$ cat src/hw/rtl/pch_pkg.sv
// Shared types, constants and helpers for the path component hash block.
// Used by pch_close_pipe and path_component_hash_core; depends on nothing.
`default_nettype none

package pch_pkg;

  // Datapath widths fixed by the hash definition.
  localparam int HASH_W   = 64;
  localparam int DIGEST_W = 32;
  localparam int BYTE_W   = 8;

  // Default bytes per little-endian group.
  localparam int WORD_BYTES_DEF = 8;

  // Depth of the result queue, which also bounds the paths in flight.
  localparam int OUT_DEPTH = 8;

  // Configuration register indexes.
  localparam int CFG_IDX_W = 2;
  typedef enum logic [CFG_IDX_W-1:0] {
    REG_SEP_COUNT  = 2'd0,
    REG_SEP_FIRST  = 2'd1,
    REG_SEP_SECOND = 2'd2
  } cfg_reg_t;

  // Reset values of the configuration registers.
  localparam logic [1:0]        SEP_COUNT_RST  = 2'd1;
  localparam logic [BYTE_W-1:0] SEP_FIRST_RST  = 8'd47;
  localparam logic [BYTE_W-1:0] SEP_SECOND_RST = 8'd0;

  // Operands of one component close, handed to the hash pipeline.
  // The final hash is h = ((pre * (pre_mul ? 9 : 1)) + ((a + b) << (sh ? 8 : 0)))
  // multiplied once more by nine when fmul is set.
  typedef struct packed {
    logic              vld;
    logic              lst;
    logic              contrib;
    logic              pre_mul;
    logic              sh;
    logic              fmul;
    logic [HASH_W-1:0] pre;
    logic [HASH_W-1:0] a;
    logic [HASH_W-1:0] b;
  } close_req_t;

  // Folded component hash leaving the pipeline.
  typedef struct packed {
    logic                vld;
    logic                lst;
    logic                contrib;
    logic [DIGEST_W-1:0] fold;
  } fold_res_t;

  // Multiply by nine as a shift and add, modulo 2^64.
  function automatic logic [HASH_W-1:0] mul9(input logic [HASH_W-1:0] x);
    return x + {x[HASH_W-4:0], 3'b000};
  endfunction

endpackage

`default_nettype wire

$ cat src/hw/rtl/pch_close_pipe.sv
// Pipeline that turns the operands of a closed component into its folded hash.
// Depends on pch_pkg for the request and result structs and the mul9 helper.
`default_nettype none

module pch_close_pipe
  import pch_pkg::*;
(
  input  wire logic       clk,
  input  wire logic       rst,
  input  wire close_req_t req,
  output fold_res_t       res
);

  typedef struct packed {
    logic              vld;
    logic              lst;
    logic              contrib;
    logic              fmul;
    logic [HASH_W-1:0] base;
    logic [HASH_W-1:0] addend;
  } st2_t;

  typedef struct packed {
    logic              vld;
    logic              lst;
    logic              contrib;
    logic              fmul;
    logic [HASH_W-1:0] sum;
  } st3_t;

  typedef struct packed {
    logic              vld;
    logic              lst;
    logic              contrib;
    logic [HASH_W-1:0] h;
  } st4_t;

  close_req_t        r1;
  st2_t              r2;
  st3_t              r3;
  st4_t              r4;
  logic [HASH_W-1:0] ab_sum;

  assign ab_sum = r1.a + r1.b;

  always_ff @(posedge clk) begin
    // Input register.
    if (rst) begin
      r1 <= '0;
    end else begin
      r1 <= req;
    end

    // Scale the base and build the addend in parallel.
    r2.vld     <= r1.vld & ~rst;
    r2.lst     <= r1.lst;
    r2.contrib <= r1.contrib;
    r2.fmul    <= r1.fmul;
    r2.base    <= r1.pre_mul ? mul9(r1.pre) : r1.pre;
    r2.addend  <= r1.sh ? {ab_sum[HASH_W-9:0], 8'h00} : ab_sum;

    // One wide add.
    r3.vld     <= r2.vld & ~rst;
    r3.lst     <= r2.lst;
    r3.contrib <= r2.contrib;
    r3.fmul    <= r2.fmul;
    r3.sum     <= r2.base + r2.addend;

    // Final multiply by nine.
    r4.vld     <= r3.vld & ~rst;
    r4.lst     <= r3.lst;
    r4.contrib <= r3.contrib;
    r4.h       <= r3.fmul ? mul9(r3.sum) : r3.sum;
  end

  // Fold the 64-bit hash to 32 bits: low half plus high half.
  always_comb begin
    res.vld     = r4.vld;
    res.lst     = r4.lst;
    res.contrib = r4.contrib;
    res.fold    = r4.h[DIGEST_W-1:0] + r4.h[HASH_W-1:DIGEST_W];
  end

endmodule

`default_nettype wire

$ cat src/hw/rtl/path_component_hash_core.sv
// Top level of the path component hash block: byte front end, digest
// accumulation and result queue. Depends on pch_pkg and pch_close_pipe.
`default_nettype none

//  Channel   Signals                                   Direction
//  path      path_valid, path_stall, path_byte, last   request in
//  digest    digest_valid, digest_stall, digest        request out
//  config    cfg_wen, cfg_index, cfg_data              register write in
//
// One path byte is taken every cycle while path_stall is low; the front end updates the group and
// tail registers with one 64-bit add per byte.
// A digest enters the result queue after its last byte is taken: the close
// pipeline captures the request at the accepting edge and passes it through its
// three further stages before the queue write.
// Reset is synchronous and active high; it restores the separator registers
// and clears all path state, the pipeline and the result queue.
// Up to eight paths may be outstanding; path_stall rises only when eight
// digests are in the pipeline or waiting in the queue.

module path_component_hash_core
  import pch_pkg::*;
#(
  parameter int WORD_BYTES = WORD_BYTES_DEF
) (
  input  wire logic                 clk,
  input  wire logic                 rst,

  input  wire logic                 path_valid,
  output      logic                 path_stall,
  input  wire logic [BYTE_W-1:0]    path_byte,
  input  wire logic                 last,

  output      logic                 digest_valid,
  input  wire logic                 digest_stall,
  output      logic [DIGEST_W-1:0]  digest,

  input  wire logic                 cfg_wen,
  input  wire logic [CFG_IDX_W-1:0] cfg_index,
  input  wire logic [BYTE_W-1:0]    cfg_data
);

  localparam int BCNT_W = $clog2(WORD_BYTES);
  localparam int PTR_W  = $clog2(OUT_DEPTH);
  localparam int CRED_W = $clog2(OUT_DEPTH + 1);

  // Configuration registers.
  logic [1:0]        sep_count;
  logic [BYTE_W-1:0] sep_first;
  logic [BYTE_W-1:0] sep_second;

  // Per-path state. A completed group leaves its sum in grp_sum, and the
  // multiply by nine lands in component_hash on the following cycle; the
  // next group cannot complete before then.
  logic [HASH_W-1:0]   word_gather;
  logic [HASH_W-1:0]   tail_pack;
  logic [BCNT_W-1:0]   bytes_in_group;
  logic [HASH_W-1:0]   component_hash;
  logic [HASH_W-1:0]   grp_sum;
  logic                grp_pend;
  logic                component_nonempty;
  logic                terminated;
  logic [DIGEST_W-1:0] running_digest;

  // Result queue and the count of digests owed to the output side.
  logic [DIGEST_W-1:0] fifo_mem [OUT_DEPTH];
  logic [PTR_W-1:0]    wr_ptr;
  logic [PTR_W-1:0]    rd_ptr;
  logic [CRED_W-1:0]   fifo_count;
  logic [CRED_W-1:0]   credit;

  // Front-end decode.
  logic                acc;
  logic                is_zero;
  logic                is_sep;
  logic                absorb;
  logic                close;
  logic                group_done;
  logic [HASH_W-1:0]   sx;
  logic [HASH_W-1:0]   tail_sum;
  logic [HASH_W-1:0]   tail_shift;
  logic [HASH_W-1:0]   word_full;
  close_req_t          creq;
  fold_res_t           fres;
  logic [DIGEST_W-1:0] dig_upd;
  logic                fifo_wr;
  logic                fifo_rd;

  assign acc     = path_valid & ~path_stall;
  assign is_zero = (path_byte == '0);

  always_comb begin
    unique case (sep_count)
      2'd0:    is_sep = 1'b0;
      2'd1:    is_sep = (path_byte == sep_first);
      default: is_sep = (path_byte == sep_first) | (path_byte == sep_second);
    endcase
  end

  // A zero byte ends the path before any separator compare.
  assign absorb     = acc & ~terminated & ~is_zero & ~is_sep;
  assign close      = acc & ~terminated & (is_zero | is_sep | last);
  assign group_done = absorb & (bytes_in_group == BCNT_W'(WORD_BYTES - 1));

  // Tail bytes are sign-extended before they are packed.
  assign sx         = {{(HASH_W - BYTE_W){path_byte[BYTE_W-1]}}, path_byte};
  assign tail_sum   = tail_pack + sx;
  assign tail_shift = {tail_sum[HASH_W-9:0], 8'h00};
  assign word_full  = word_gather
                    | ({{(HASH_W - BYTE_W){1'b0}}, path_byte} << {bytes_in_group, 3'b000});

  // Operands of a close, taken from the state as it stands after this byte
  // has been absorbed. The heavy arithmetic runs in the close pipeline.
  always_comb begin
    creq.vld     = acc;
    creq.lst     = acc & last;
    creq.contrib = close & (component_nonempty | absorb);
    creq.pre     = grp_pend ? grp_sum : component_hash;
    creq.pre_mul = grp_pend;
    priority if (group_done) begin
      // The byte completes a group: fold the whole word in.
      creq.a    = word_full;
      creq.b    = '0;
      creq.sh   = 1'b0;
      creq.fmul = 1'b1;
    end else if (absorb) begin
      // The byte extends a tail, so the tail update is finished downstream.
      creq.a    = tail_pack;
      creq.b    = sx;
      creq.sh   = 1'b1;
      creq.fmul = 1'b1;
    end else if (bytes_in_group != '0) begin
      creq.a    = tail_pack;
      creq.b    = '0;
      creq.sh   = 1'b0;
      creq.fmul = 1'b1;
    end else begin
      // No tail: the component hash is used as it is.
      creq.a    = '0;
      creq.b    = '0;
      creq.sh   = 1'b0;
      creq.fmul = 1'b0;
    end
  end

  always_ff @(posedge clk) begin
    if (rst) begin
      sep_count          <= SEP_COUNT_RST;
      sep_first          <= SEP_FIRST_RST;
      sep_second         <= SEP_SECOND_RST;
      word_gather        <= '0;
      tail_pack          <= '0;
      bytes_in_group     <= '0;
      component_hash     <= '0;
      grp_sum            <= '0;
      grp_pend           <= 1'b0;
      component_nonempty <= 1'b0;
      terminated         <= 1'b0;
    end else begin
      if (cfg_wen) begin
        unique case (cfg_index)
          REG_SEP_COUNT:  sep_count  <= cfg_data[1:0];
          REG_SEP_FIRST:  sep_first  <= cfg_data;
          REG_SEP_SECOND: sep_second <= cfg_data;
          default: ;
        endcase
      end

      // A close or the end of the path wipes the component; otherwise a
      // pending group lands and the byte is absorbed.
      if (close | (acc & last)) begin
        word_gather        <= '0;
        tail_pack          <= '0;
        bytes_in_group     <= '0;
        component_hash     <= '0;
        grp_pend           <= 1'b0;
        component_nonempty <= 1'b0;
      end else begin
        grp_pend <= group_done;
        if (grp_pend) begin
          component_hash <= mul9(grp_sum);
        end
        if (absorb) begin
          component_nonempty <= 1'b1;
          if (group_done) begin
            grp_sum        <= component_hash + word_full;
            word_gather    <= '0;
            tail_pack      <= '0;
            bytes_in_group <= '0;
          end else begin
            word_gather    <= word_full;
            tail_pack      <= tail_shift;
            bytes_in_group <= bytes_in_group + 1'b1;
          end
        end
      end

      if (acc & last) begin
        terminated <= 1'b0;
      end else if (acc & ~terminated & is_zero) begin
        terminated <= 1'b1;
      end
    end
  end

  pch_close_pipe u_close_pipe (
    .clk (clk),
    .rst (rst),
    .req (creq),
    .res (fres)
  );

  // Digest accumulation at the end of the pipeline. Requests arrive in
  // path order, so the running digest needs no forwarding.
  assign dig_upd = running_digest ^ (fres.contrib ? fres.fold : '0);
  assign fifo_wr = fres.vld & fres.lst;
  assign fifo_rd = digest_valid & ~digest_stall;

  always_ff @(posedge clk) begin
    if (rst) begin
      running_digest <= '0;
    end else if (fres.vld) begin
      running_digest <= fres.lst ? '0 : dig_upd;
    end
  end

  always_ff @(posedge clk) begin
    if (fifo_wr) begin
      fifo_mem[wr_ptr] <= dig_upd;
    end
  end

  always_ff @(posedge clk) begin
    if (rst) begin
      wr_ptr     <= '0;
      rd_ptr     <= '0;
      fifo_count <= '0;
      credit     <= '0;
    end else begin
      if (fifo_wr) begin
        wr_ptr <= wr_ptr + 1'b1;
      end
      if (fifo_rd) begin
        rd_ptr <= rd_ptr + 1'b1;
      end
      fifo_count <= fifo_count + CRED_W'(fifo_wr) - CRED_W'(fifo_rd);
      credit     <= credit + CRED_W'(acc & last) - CRED_W'(fifo_rd);
    end
  end

  // Every path whose digest is owed holds a credit, whether in the
  // pipeline or in the queue, so the queue never overflows.
  assign path_stall   = (credit == CRED_W'(OUT_DEPTH));
  assign digest_valid = (fifo_count != '0);
  assign digest       = fifo_mem[rd_ptr];

`ifndef SYNTHESIS
  a_queue_within_credit: assert property (@(posedge clk) disable iff (rst)
    fifo_count <= credit)
    else $error("result queue holds more digests than outstanding credits");

  a_queue_no_overflow: assert property (@(posedge clk) disable iff (rst)
    fifo_wr |-> (fifo_count != CRED_W'(OUT_DEPTH)) || fifo_rd)
    else $error("digest written into a full result queue");

  a_path_end_clears: assert property (@(posedge clk) disable iff (rst)
    (acc && last) |=> (!terminated && !component_nonempty && bytes_in_group == '0))
    else $error("path state not cleared after the final byte");

  a_group_pend_fresh: assert property (@(posedge clk) disable iff (rst)
    grp_pend |-> (bytes_in_group == '0) && $past(group_done))
    else $error("pending group hash overlaps a partial group");
`endif

endmodule

`default_nettype wire
$ cat config.mk
export PLATFORM = sky130hd
export DESIGN_NAME = path_component_hash_core
export DESIGN_NICKNAME = d
export VERILOG_FILES = /design/src/hw/rtl/pch_pkg.sv /design/src/hw/rtl/pch_close_pipe.sv /design/src/hw/rtl/path_component_hash_core.sv
export SDC_FILE = /design/constraint.sdc
export NUM_CORES = 2
export LEC_CHECK = 0
export ABC_AREA = 1
export ABC_CLOCK_PERIOD_IN_PS = 2580
export BUFFER_PORTS_ARGS = -buffer_cell sky130_fd_sc_hd__buf_2
export CAP_MARGIN = 20
export CORE_ASPECT_RATIO = 1.1
export CORE_MARGIN = 2
export CORE_UTILIZATION = 45
export DETAILED_ROUTE_END_ITERATION = 12
export GPL_TIMING_DRIVEN = 0
export PLACE_DENSITY_LB_ADDON = 0.15
export SYNTH_ARGS = -nofsm -noshare
export SYNTH_HDL_FRONTEND = slang
export SYNTH_HIERARCHICAL = 1
export SYNTH_SLANG_ARGS = --single-unit
$ cat constraint.sdc
create_clock -name clk -period 2.58 [get_ports clk]
set_input_delay 0.516 -clock clk [delete_from_list [all_inputs] [get_ports clk]]
set_output_delay 0.516 -clock clk [all_outputs]
set_load 0.02 [all_outputs]
==> results.cfg <==
[run_status]
status = complete, but fails checks
violations = setup timing

[synthesis]
avgSynthCellArea_sq_um = 6.15
yosysWarnings = 6
synth_xor_area_share_pct = 2.76
ys_types = 49
synth_nets = 12600
syn_inst = 12100
synth_top_family_by_area = simple AND/OR/NAND/NOR gates
synth_compound_area_share_pct = 9.68
seq_area_frac_synth_pct = 31.5
synth_adder_area_share_pct = 8.05
netlist_area_sq_um = 74300
async_flop_share_pct = 0
synth_ff_type = dfxtp_1
synth_edf_count = 256
muxShareOfSynthArea_pct = 0.0539
yosys.area_share.simple_pct = 35.7
ys_ff_latch = 1042

[sta]
slew_violations = 0
fin_crit_ps = 3060
timing.final.crit_share_pct = 119
max_freq_mhz = 327
fin_skew_ps = 99.8
rsz0062_at_grt = true
slew_headroom_pct = 24.1
finalSetupViolations = 89
fin_ws_ps = -481
finalHoldViolCount = 0
worst_pin_slew_ps = 1140

[grt]
grt-ovfl-total = 0
antenna_found_initial = 5
grt_pass1_wl_um = 447000
track_usage_pct = 35.5
grt_pass1_vias = 73500
grt_max_degree = 55

[critical_path]
startpoint_type = flip-flop
crit_path_end_kind = flip-flop
cp_num_buf_inv = 5
path_common_cell = nand2_1
cpPeakStageDelay_ps = 340
crit_required_ps = 3290
cp.arrival_ps = 3770
worstPathCellList = buf_8, buf_12, nor3_4, buf_4, a21oi_4, inv_2, ha_4, nand2_1, nand2_1, a21oi_2, buf_4, o21ai_2, nor2_2, nand2_8, nand2_4, nand2_1, nand2_1, nand2_2, a21oi_2
slowest_stage = dfxtp_2
path_max_fanout = 10
path_class = flip-flop to flip-flop
path_delay_family = simple AND/OR/NAND/NOR gates

[cells_and_area]
nNetsFinal = 13000
syn_to_final_growth_pct = 21.1
final_util_pct = 54.8
drive_gt1_share_pct = 13.5
final_common_cell = nand2_1
most-common-layout-cells = nand2_1, inv_1, nor2_1

[routing]
vias = 77200
avgViaCountPerCell = 5.22
routed_wl_um = 311000
avgRoutedWirePerCell_um = 21.0
drtPass1Iterations = 6
drt.antenna.violating_nets = 0
drcViolationCount = 0
drtIter0Drc = 5957

[die]
io_pins = 58
die_y_um = 430
die_area_sq_um = 168000
core_area_sq_um = 164000
die_w_um = 391
rows = 156
start_util_pct = 45.3

[power_and_ir_drop]
power_density_nw_per_um2 = 561
irDropWorstVdd_v = 0.000719
p_leak_nw = 45.2
power_mw = 50.4

[placed_design]
routabilityCongestion = 1.02
port_buffers = 56
hpwl_um = 254000

[clock_tree]
cts_tree = done
cts_root_buf = clkbuf_16
htree_levels = 3
ctsLongestPathBuffers = 3
numCtsBuffers = 111
clkTransAtPathRegs_ps = 70
clkSinkCount = 1042
clk_latency_ps = 800

[hold_path]
min-delay-path-class = primary input to flip-flop

[job]
drv_cap = 0
[timing repair]
item,CTS,global route
buffers inserted,135,67
hold endpoints to repair,7,0
gates cloned,14,9
endpoints found under the setup margin,522,500
pin swaps,213,244
hold buffers,5,0
gates resized for setup,995,686
[cells by family (layout without fill, tap and decap cells)]
kind of cell	after synthesis	in the layout
buffers and inverters	2382	2881
and+or+nand+nor	6582	6582
other	0	3
AOI/OAI and AO/OA	1361	1361
DFF	1042	1042
adders and majority gates	472	472
muxes	4	4
xor gates and xnor gates	234	234
[cell type report]
cell class	count	area, sq um
Sequential cell	1042	23500
Timing Repair Buffer	289	2750
Tap cell	2212	2770
Clock inverter	63	956
Buffer	237	1670
Inverter	2141	8110
Antenna cell	3	7.51
Timing Repair inverter	6	45.0
Fill cell	16400	74200
Clock buffer	145	3060
Multi-Input combinational cell	8653	47200
[synthesized netlist by cell type (14+ instances only)]
cell	count	share of area (%)
o21bai_1	54	0.55
xor2_1	156	1.8
nand3b_1	52	0.53
o22ai_1	32	0.27
o21ai_0	479	3.2
dfxtp_1	786	21
clkbuf_1	164	0.83
o21ai_1	18	0.12
buf_4	27	0.27
xnor2_1	78	0.92
a21o_1	36	0.36
edfxtp_1	256	10
ha_1	462	7.8
nor2_2	14	0.12
nor4_1	14	0.12
and2_1	20	0.17
buf_1	19	0.096
a21oi_1	678	4.6
nand3_1	670	4.5
nand2_1	4127	21
a31oi_1	36	0.30
nor2_1	1409	7.1
inv_1	2118	11
nor3_1	124	0.84
buf_2	24	0.16
inv_2	20	0.10
or2_2	42	0.35
nand4_1	78	0.66
[tightest hold or removal path, cell delays in order]
cell and delay, ps:
buf_2 150, nand2_1 70, nand3_1 70
[metal layers]
metal | wire (um) | GRT usage [%] | up-vias
li1 | - | - | 38400
met1 | 120000 | 40.0 | 35500
met2 | 149000 | 62.3 | 2468
met3 | 15400 | 3.84 | 819
met4 | 26700 | 25.1 | 2
met5 | 13 | 0 | -
[metrics by stage]
| step | cells | setup TNS (ps) | worst slack [ps] | hold WS [ps] | cell area [sq um] |
|---|---|---|---|---|---|
| 2_1_floorplan | 12100 | -20.2 | -11.7 | 310 | 74300 |
| 3_3_place_gp | 14300 | -831810 | -2280 | 314 | 77400 |
| 3_5_place_dp | 14400 | -491810 | -2260 | 315 | 77700 |
| 4_1_cts | 14700 | -23040 | -376 | 2.78 | 86900 |
| 5_1_grt | 14800 | -37950 | -573 | 42.7 | 90000 |
| 6_report | 14800 | -30920 | -481 | 28.3 | 90000 |
[registers in the layout, summed over array words and instances, names as in the netlist, 2 cells and up, named ones only]
name              count
bytes_in_group        3
credit                4
sep_first             8
u_close_pipe/res      3
sep_count             2
u_close_pipe/r2     132
word_gather          64
tail_pack            56
fifo_mem            256
sep_second            8
wr_ptr                3
rd_ptr                3
u_close_pipe/r4      64
component_hash       64
u_close_pipe/r3      68
fifo_count            4
running_digest       32
grp_sum              64
u_close_pipe/r1     198
[report_power, final]
group	internal [mW]	switching [mW]	total [mW]
registers	17.7	0.988	18.7
clock network	10.0	7.36	17.4
logic	5.09	9.23	14.3
total	32.9	17.6	50.4
[path summary, 6_finish.rpt]
check,slack (ps),start,depth (start not counted),endpoint
max,-480,bytes_in_group[0],19,grp_sum[43]
max reg2reg,-480,bytes_in_group[0],19,grp_sum[43]
min reg2reg,320,u_close_pipe/r1[192],0,u_close_pipe/r2[128]
min,30,cfg_data[3],3,sep_first[3]
Power figures use the tool's default switching activity.
